**src/sv/pkha_ram.sv**
```systemverilog
`timescale 1ns / 1ps
module pkha_ram #(
  parameter int WIDTH = 8,
  parameter int DEPTH = 16
) (
  input  logic                     clk,
  input  logic                     we,
  input  logic [$clog2(DEPTH)-1:0] waddr,
  input  logic [WIDTH-1:0]         wdata,
  input  logic [$clog2(DEPTH)-1:0] raddr,
  output logic [WIDTH-1:0]         rdata
);

  logic [WIDTH-1:0] mem [DEPTH];

  always_ff @(posedge clk) begin
    if (we) begin
      mem[waddr] <= wdata;
    end
    rdata <= mem[raddr];
  end

endmodule

```
**config.mk**
```make
export PLATFORM = sky130hd
export DESIGN_NAME = pkha_ram
export DESIGN_NICKNAME = d
export VERILOG_FILES = /design/src/sv/pkha_ram.sv
export SDC_FILE = /design/constraint.sdc
export NUM_CORES = 1
export LEC_CHECK = 0
export BUFFER_PORTS_ARGS = -buffer_cell sky130_fd_sc_hd__buf_2
export CAP_MARGIN = 20
export CORE_MARGIN = 4
export CORE_UTILIZATION = 50
export CTS_CLUSTER_SIZE = 16
export DETAILED_ROUTE_END_ITERATION = 7
export PLACE_DENSITY_LB_ADDON = 0.1
export SLEW_MARGIN = 10
export SYNTH_ARGS = -nofsm -noshare
export SYNTH_HDL_FRONTEND = slang
export SYNTH_SLANG_ARGS = --single-unit
```
**constraint.sdc**
```tcl
create_clock -name clk -period 5.7 [get_ports clk]
set_clock_uncertainty 0.2 [all_clocks]
set_input_delay 0.855 -clock clk [delete_from_list [all_inputs] [get_ports clk]]
set_output_delay 0.855 -clock clk [all_outputs]
set_load 0.005 [all_outputs]
```
==> summary.md, run 1 <==
| Metric | Value |
|---|---|
| Status | finished clean |
| Average size of a mapped cell | ~22 um2 |
| Hold buffer count at cts | 0 |
| P per Cell Area | 377 mW/mm2 |
| Leading cell type in the layout, fill and taps excluded | edfxtp_1 |
| Setup TNS | 0 ns |
| Synth Register Bits | 136 |
| Crit-path cells | buf_2 -> buf_16 -> mux4_1 -> a22oi_1 -> nand2_1 |
| Final WL | approximately 9600 um |
| Final Util | 0.602 |
| Ys Warns | 0 |
| Placed cell count | roughly 380 |
| Max-cap violations | 0 |
| Most frequent cells in the layout | edfxtp_1 (128), buf_2 (25), mux4_2 (18) |
| Core area | approximately 0.0099 mm2 |
| Sw frac | 0.208 |
| RePlAce Congestion | ~0.72 |
| Leak pwr | roughly 2 nW |
| Worst hold slack | about 0.47 ns |
| Width of the chip | around 110 um |
| Die area | between 0.01 and 0.015 mm2 |
| Syn Inst Count | roughly 230 |
| Largest net degree at the start of global routing | 33 |
| CP max stage delay | 0.57 ns |
| Internal | 1.78 mW |
| Clock power frac | 0.457 |
| CTS buffer count | 17 |
| Critical Path Fanout Max | 19 |
| CP required | slightly below 6 ns |
| Share of layout cells above drive strength 1 | 0.288 |
| Die Height | about 110 um |
| Level count of the clock H-tree | 4 |
| Sink Count | between 100 and 150 |
| Worst path slowest cell | mux4_1 |
| Synthesis-to-finish area growth | 16.0% |
| First-pass GRT wire length | between 10000 and 15000 um |
| Post-Synthesis Cell Area | about 0.005 mm2 |
| Critical path data arrival time | between 2 and 3 ns |
| Post-CTS setup buffers | 0 |
| Post_cts resized | 0 |
| Post-DP HPWL | about 5800 um |
| CP Launch Type | input pin |
| I/O pin count | 26 |
| Design Area, Final | ~0.0060 mm2 |
| Grt ovf | 0 |
| Vias per cell | ~5.6 |
| Reg2reg setup slack | about 4.2 ns |
| Reg clk slew, reported paths | about 0.060 ns |
| Gr usage total | 0.178 |
| First DRT Iteration DRCs | around 150 |
| Fin. Hold Viols | 0 |
| CTS tree | built |
| Cell Rows | 36 |
| Worst-margin pin slew | ~0.95 ns |
| Clk buf depth | 2 |
| Sequential Power Share | 0.500 |
| ANT nets after route | 0 |
| Initial antenna violation count | 0 |
| Yosys top cell by area | edfxtp_1 |
| Final period util | 0.411 |
| Placed inst area | 0.00538 mm2 |
| Synth top area share | 0.747 |
| Total chip power | 2.25 mW |
| Fin cells | roughly 410 |
| RSZ-0062 raised after global routing | no |
| Peak supply drop | 234 uV |
| Post-layout nets | about 280 |
| I/O Buffers | 25 |
| Crit Path Class | in -> reg |
| Slew Limit Fails | 0 |
| Worst Setup Slack post-DPL | between 2 and 3 ns |
| Ant. Diodes | 0 |
| Synthesized Nets | around 250 |
| Drt drc | 0 |
| Initial core utilization | 0.519 |
| FILL cells | around 720 |
| Top post-synthesis cells by area | edfxtp_1 (75%), mux4_2 (7.9%), mux4_1 (7.1%) |
| PnR worst setup slack | about 3.4 ns |
| Final Setup Violations | 0 |
| Drt wl/cell | ~23 um |
| Via count | roughly 2300 |
| Minimum clock period | around 2.3 ns |
| Logic pwr share | 0.043 |
| Clk Latency, worst-skew pair | around 0.50 ns |
| First drt pass iteration count | 5 |
| Sw Pwr | 469 uW |
| CP endpoint kind | flop |
| Sequential area share after synthesis | 0.778 |
| Root Driver | clkbuf_8 |
| Worst hold path class | reg -> reg |
| Synth unique cells | 19 |
| Max Freq | approximately 430 MHz |
| Slew headroom | 0.365 |
| Vias in the first global route | roughly 2400 |
-- cells by family (layout without fill, tap and decap cells) --
| family | Yosys count | after routing | share of synthesized area |
|---|---|---|---|
| mux | 32 | 32 | 0.150 |
| flops | 136 | 136 | 0.778 |
| simple gates | 35 | 35 | 0.0318 |
| compound gates | 16 | 16 | 0.0233 |
| buf+inv | 10 | 59 | 0.0168 |
-- sequential cells by signal, summed over array words and instances (netlist names) --
signal  cells
rdata       8
mem       128
-- worst max-delay path, delay by kind of cell --
kind | cells | cell delay [ns]
AO/OA/AOI/OAI | 1 | 0.26
buffers and inverters | 2 | 0.76
multiplexers | 1 | 0.57
AND/OR/NAND/NOR | 1 | 0.08
-- power by group through the flow --
| stage | registers (mW) | clock network (mW) | logic, mW |
|---|---|---|---|
| after global routing | 1.13 | 1.09 | 0.107 |
| after global placement | 1.15 | 0 | 0.0956 |
| after CTS | 1.13 | 1.04 | 0.0971 |
| after detailed placement | 1.15 | 0 | 0.0969 |
| final | 1.13 | 1.03 | 0.0967 |
| after floorplan | 1.14 | 0 | 0.0568 |
-- worst paths after layout --
check | startpoint | cells after the start | to
worst max-delay path | raddr[0] | 5 | rdata[0]
worst min register to register | mem[14][0] | 3 | rdata[0]
worst min-delay path | mem[14][0] | 3 | rdata[0]
worst max register to register | mem[10][4] | 3 | rdata[4]
-- cell usage after synthesis --
| master | instances |
|---|---|
| mux4_1 | 14 |
| a22oi_1 | 16 |
| nand2_1 | 9 |
| dfxtp_1 | 8 |
| edfxtp_1 | 128 |
| nand3b_1 | 2 |
| and2b_1 | 1 |
| buf_4 | 1 |
| nor2b_1 | 1 |
| clkdlybuf4s25_2 | 3 |
| nor2_1 | 13 |
| mux4_2 | 18 |
| buf_6 | 3 |
| nand2b_1 | 2 |
| and2_1 | 1 |
| or3b_2 | 1 |
| nand3_1 | 1 |
| buf_2 | 3 |
| nor3_1 | 4 |
-- layout make-up --
type | count | area [um2] | share of cell area
Clock inverter | 14 | 150 | 0.0252
Clock buffer | 17 | 414 | 0.0694
Sequential cell | 136 | 4000 | 0.671
Tap cell | 133 | 166 | 0.0279
Multi-Input combinational cell | 83 | 1070 | 0.179
Timing Repair Buffer | 28 | 168 | 0.0281
-- routing by layer --
metal / share of wire / global-route usage / wire [um] / up-vias
met5: 0 / 0 / 0 / -
met4: 0.0083 / 0.0650 / 80 / 0
met1: 0.44 / 0.255 / 4270 / 1184
met2: 0.50 / 0.270 / 4750 / 69
met3: 0.052 / 0.0440 / 495 / 4
li1: - / - / - / 1050
Power figures use the tool's default switching activity.
==> inputs of run 2 (changes only) <==
--- a/config.mk
+++ b/config.mk
@@ -5,6 +5,7 @@
 export SDC_FILE = /design/constraint.sdc
 export NUM_CORES = 1
 export LEC_CHECK = 0
+export ABC_AREA = 1
 export BUFFER_PORTS_ARGS = -buffer_cell sky130_fd_sc_hd__buf_2
 export CAP_MARGIN = 20
 export CORE_MARGIN = 4
==> constraint.sdc (replaced) <==
create_clock -name clk -period 2.2 [get_ports clk]
set_clock_uncertainty 0.2 [all_clocks]
set_input_delay 0.33 -clock clk [delete_from_list [all_inputs] [get_ports clk]]
set_output_delay 0.33 -clock clk [all_outputs]
set_load 0.005 [all_outputs]
==> summary.md, run 2 <==
| Metric | Value |
|---|---|
| Status | finished clean |
| Main synth FF type | edfxtp_1 |
| Post-DP HPWL | 8090 um (+40%) |
| CP required | 1.67 ns (-4.22 ns) |
| CP delay by family, top | flip-flops |
| Worst hold slack | 0.0796 ns (-0.395 ns) |
| Termination of the worst setup path | rdata[0] |
| Clk buf depth | 2 (unchanged) |
| Vias per cell | 5.07 (-9.7%) |
| Max-cap violations | 0 (unchanged) |
| Sink Count | 136 (unchanged) |
| Syn Inst Count | 551 (+140%) |
| Ys Warns | 0 (unchanged) |
| Via count | 3765 (+63%) |
| R2R cell count | 6 (+3) |
| Clk Latency, worst-skew pair | 0.41 ns (-0.09 ns) |
| I/O pin count | 26 (unchanged) |
| Most common cell in the netlist | nand2_1 |
| Synthesis-to-finish area growth | 14.8% |
| Ant. Diodes | 0 (unchanged) |
| Synth unique cells | 12 (-7) |
| Final WL | 13100 um (+36%) |
| Largest Register | mem |
| Most frequent cells in the layout | nand2_1 (173), edfxtp_1 (128), inv_1 (100) |
| Initial core utilization | 0.521 (+0.00111) |
| Fin. Hold Viols | 0 (unchanged) |
| Gr usage total | 0.214 (+0.0353) |
| Max Freq | slightly below 700 MHz |
| Vias in the first global route | 3711 (+57%) |
| Initial antenna violation count | 0 (unchanged) |
| Root Driver | clkbuf_16 |
| Post-layout nets | 609 (+110%) |
| Die area | 0.0133 mm2 (+11%) |
| Drt drc | 0 (unchanged) |
| ANT nets after route | 0 (unchanged) |
| Biggest regs | mem x128, rdata x8 |
| Slew Limit Fails | 0 (unchanged) |
| R2R Path Start | mem[1][1] |
| Yosys top cell by area | edfxtp_1 |
| Peak supply drop | 505 uV (+120%) |
| Hold buffer count at cts | 0 (unchanged) |
| Share of layout cells above drive strength 1 | 0.121 (-0.167) |
| Level count of the clock H-tree | 4 (unchanged) |
| I/O Buffers | 25 (unchanged) |
| CTS buffer count | 17 (unchanged) |
| Drt wl/cell | 17.6 um (-25%) |
| Synth Register Bits | 136 (unchanged) |
| Critical path data arrival time | 0.91 ns (-1.62 ns) |
| Top post-synthesis cells by area | edfxtp_1 (67%), nand2_1 (11%), nand3_1 (8.4%) |
| Crit-path cells | buf_2 |
| Post-Synthesis Cell Area | 0.00577 mm2 (+12%) |
| Largest net degree at the start of global routing | 65 (+97%) |
| Setup TNS | 0 ns (unchanged) |
| Leak pwr | 2.90 nW (+46%) |
| WP depth | 1 (-4) |
| Post_cts resized | 0 (unchanged) |
| Reg2reg setup slack | 0.97 ns (-3.19 ns) |
| Final Setup Violations | 0 (unchanged) |
| RePlAce Congestion | 0.847 (+18%) |
| Post-CTS setup buffers | 0 (unchanged) |
| P per Cell Area | 881 mW/mm2 (+130%) |
| Share of synthesized flip-flops with an asynchronous set or reset | 0 (unchanged) |
| Post-synth EDFFs | 128 (unchanged) |
| Grt ovf | 0 (unchanged) |
| Leading cell type in the layout, fill and taps excluded | nand2_1 |
| First DRT Iteration DRCs | 386 (+160%) |
| Die Height | 115 um (+5.4%) |
| Cell Rows | 38 (+5.6%) |
| Worst-margin pin slew | 0.794 ns (-0.155 ns) |
| First drt pass iteration count | 5 (unchanged) |
| CP Buf/Inv Count | 1 (-1) |
| Max reg flops | 128 (unchanged) |
| CP max stage delay | 0.37 ns (-0.20 ns) |
| Worst path slowest cell | dfxtp_1 |
| Critical R2R Capture | rdata[1] |
| Critical Path Fanout Max | 1 (-18) |
| Slew headroom | 0.469 (+0.104) |
| Crit Path Class | reg -> out |
| Final period util | 0.656 |
| Width of the chip | 115 um (+5.4%) |
| Sequential area share after synthesis | 0.694 (-0.0835) |
| Top cells by count, synth | nand2_1 (173), edfxtp_1 (128), inv_1 (100) |
| Synthesized Nets | 569 (+130%) |
| CP endpoint kind | primary output |
| RSZ-0062 raised after global routing | no |
| First-pass GRT wire length | 20300 um (+40%) |
| Average size of a mapped cell | 10.5 um2 (-53%) |
| Synth top area share | 0.667 (-0.0802) |
| CP Launch Type | flop |
| Reg clk slew, reported paths | 0.05 ns (about the same) |
| CTS tree | built |
| Core area | 0.0111 mm2 (+12%) |
| Minimum clock period | approximately 1.4 ns |
| Worst hold path class | in -> reg |
| Setup crit start | rdata[0] |
## run 2: changes by cell type after synthesis, moves of 4 or more
cell,change
a22oi_1,-16
buf_2,+10
inv_1,+100
mux4_1,-14
mux4_2,-18
nand2_1,+164
nand3_1,+96
nor2_1,+4
nor3_1,-4
## run 2: cells by family (layout without fill, tap and decap cells)
kind of cell | count (synthesis) | count (layout) | synth area share
DFF | 136 | 136 | 0.694
buffers and inverters | 126 | 178 | 0.0952
and+or+nand+nor | 289 | 289 | 0.210
## run 2: worst min path at each step
| stage | from | end | slack [ns] | cells after the start |
|---|---|---|---|---|
| 2_1_floorplan | wdata[0] | mem[0][0] | 0.23 | 0 |
| 3_3_place_gp | mem[3][3] | rdata[3] | 0.45 | 6 |
| 3_5_place_dp | mem[13][1] | rdata[1] | 0.44 | 6 |
| 4_1_cts | raddr[3] | rdata[4] | 0.06 | 3 |
| 5_1_grt | raddr[3] | rdata[6] | 0.07 | 3 |
| 6_report | raddr[3] | rdata[6] | 0.08 | 3 |
## run 2: metal layers
| metal | global-route usage | part of all wire |
|---|---|---|
| met1 | 0.280 | 0.45 |
| met2 | 0.337 | 0.47 |
| met3 | 0.0589 | 0.051 |
| met4 | 0.0908 | 0.022 |
| met5 | 0 | 0 |
## run 2: final cells by class
cell class | instances | area (um2)
clock buffers | 27 | 523
clock inverters | 4 | 18.8
fillers | 950 | 4460
inverters | 102 | 383
multi-input cells | 289 | 1210
flip-flops and latches | 136 | 4000
well taps | 140 | 175
repair buffers | 45 | 300
## run 2: power breakdown
group | internal, mW | total, mW | switching (mW) | leakage (nW)
combinational | 0.104 | 0.349 | 0.244 | 1.41
clock | 1.60 | 2.56 | 0.958 | 0.271
sequential | 2.90 | 2.92 | 0.0190 | 1.22
total | 4.61 | 5.83 | 1.22 | 2.90
## run 2: metrics by stage
step / cells / util / instance area [um2] / setup slack (ns) / power [mW]
floorplan: 551 / - / 5770 / 0.719 / 3.17
global placement: 712 / 0.548 / 6080 / 0.380 / 3.32
detailed placement: 712 / 0.548 / 6080 / 0.329 / 3.32
CTS: 743 / 0.597 / 6620 / 0.720 / 5.87
global route: 743 / 0.597 / 6620 / 0.674 / 6.06
finish: 743 / 0.597 / 6620 / 0.757 / 5.83
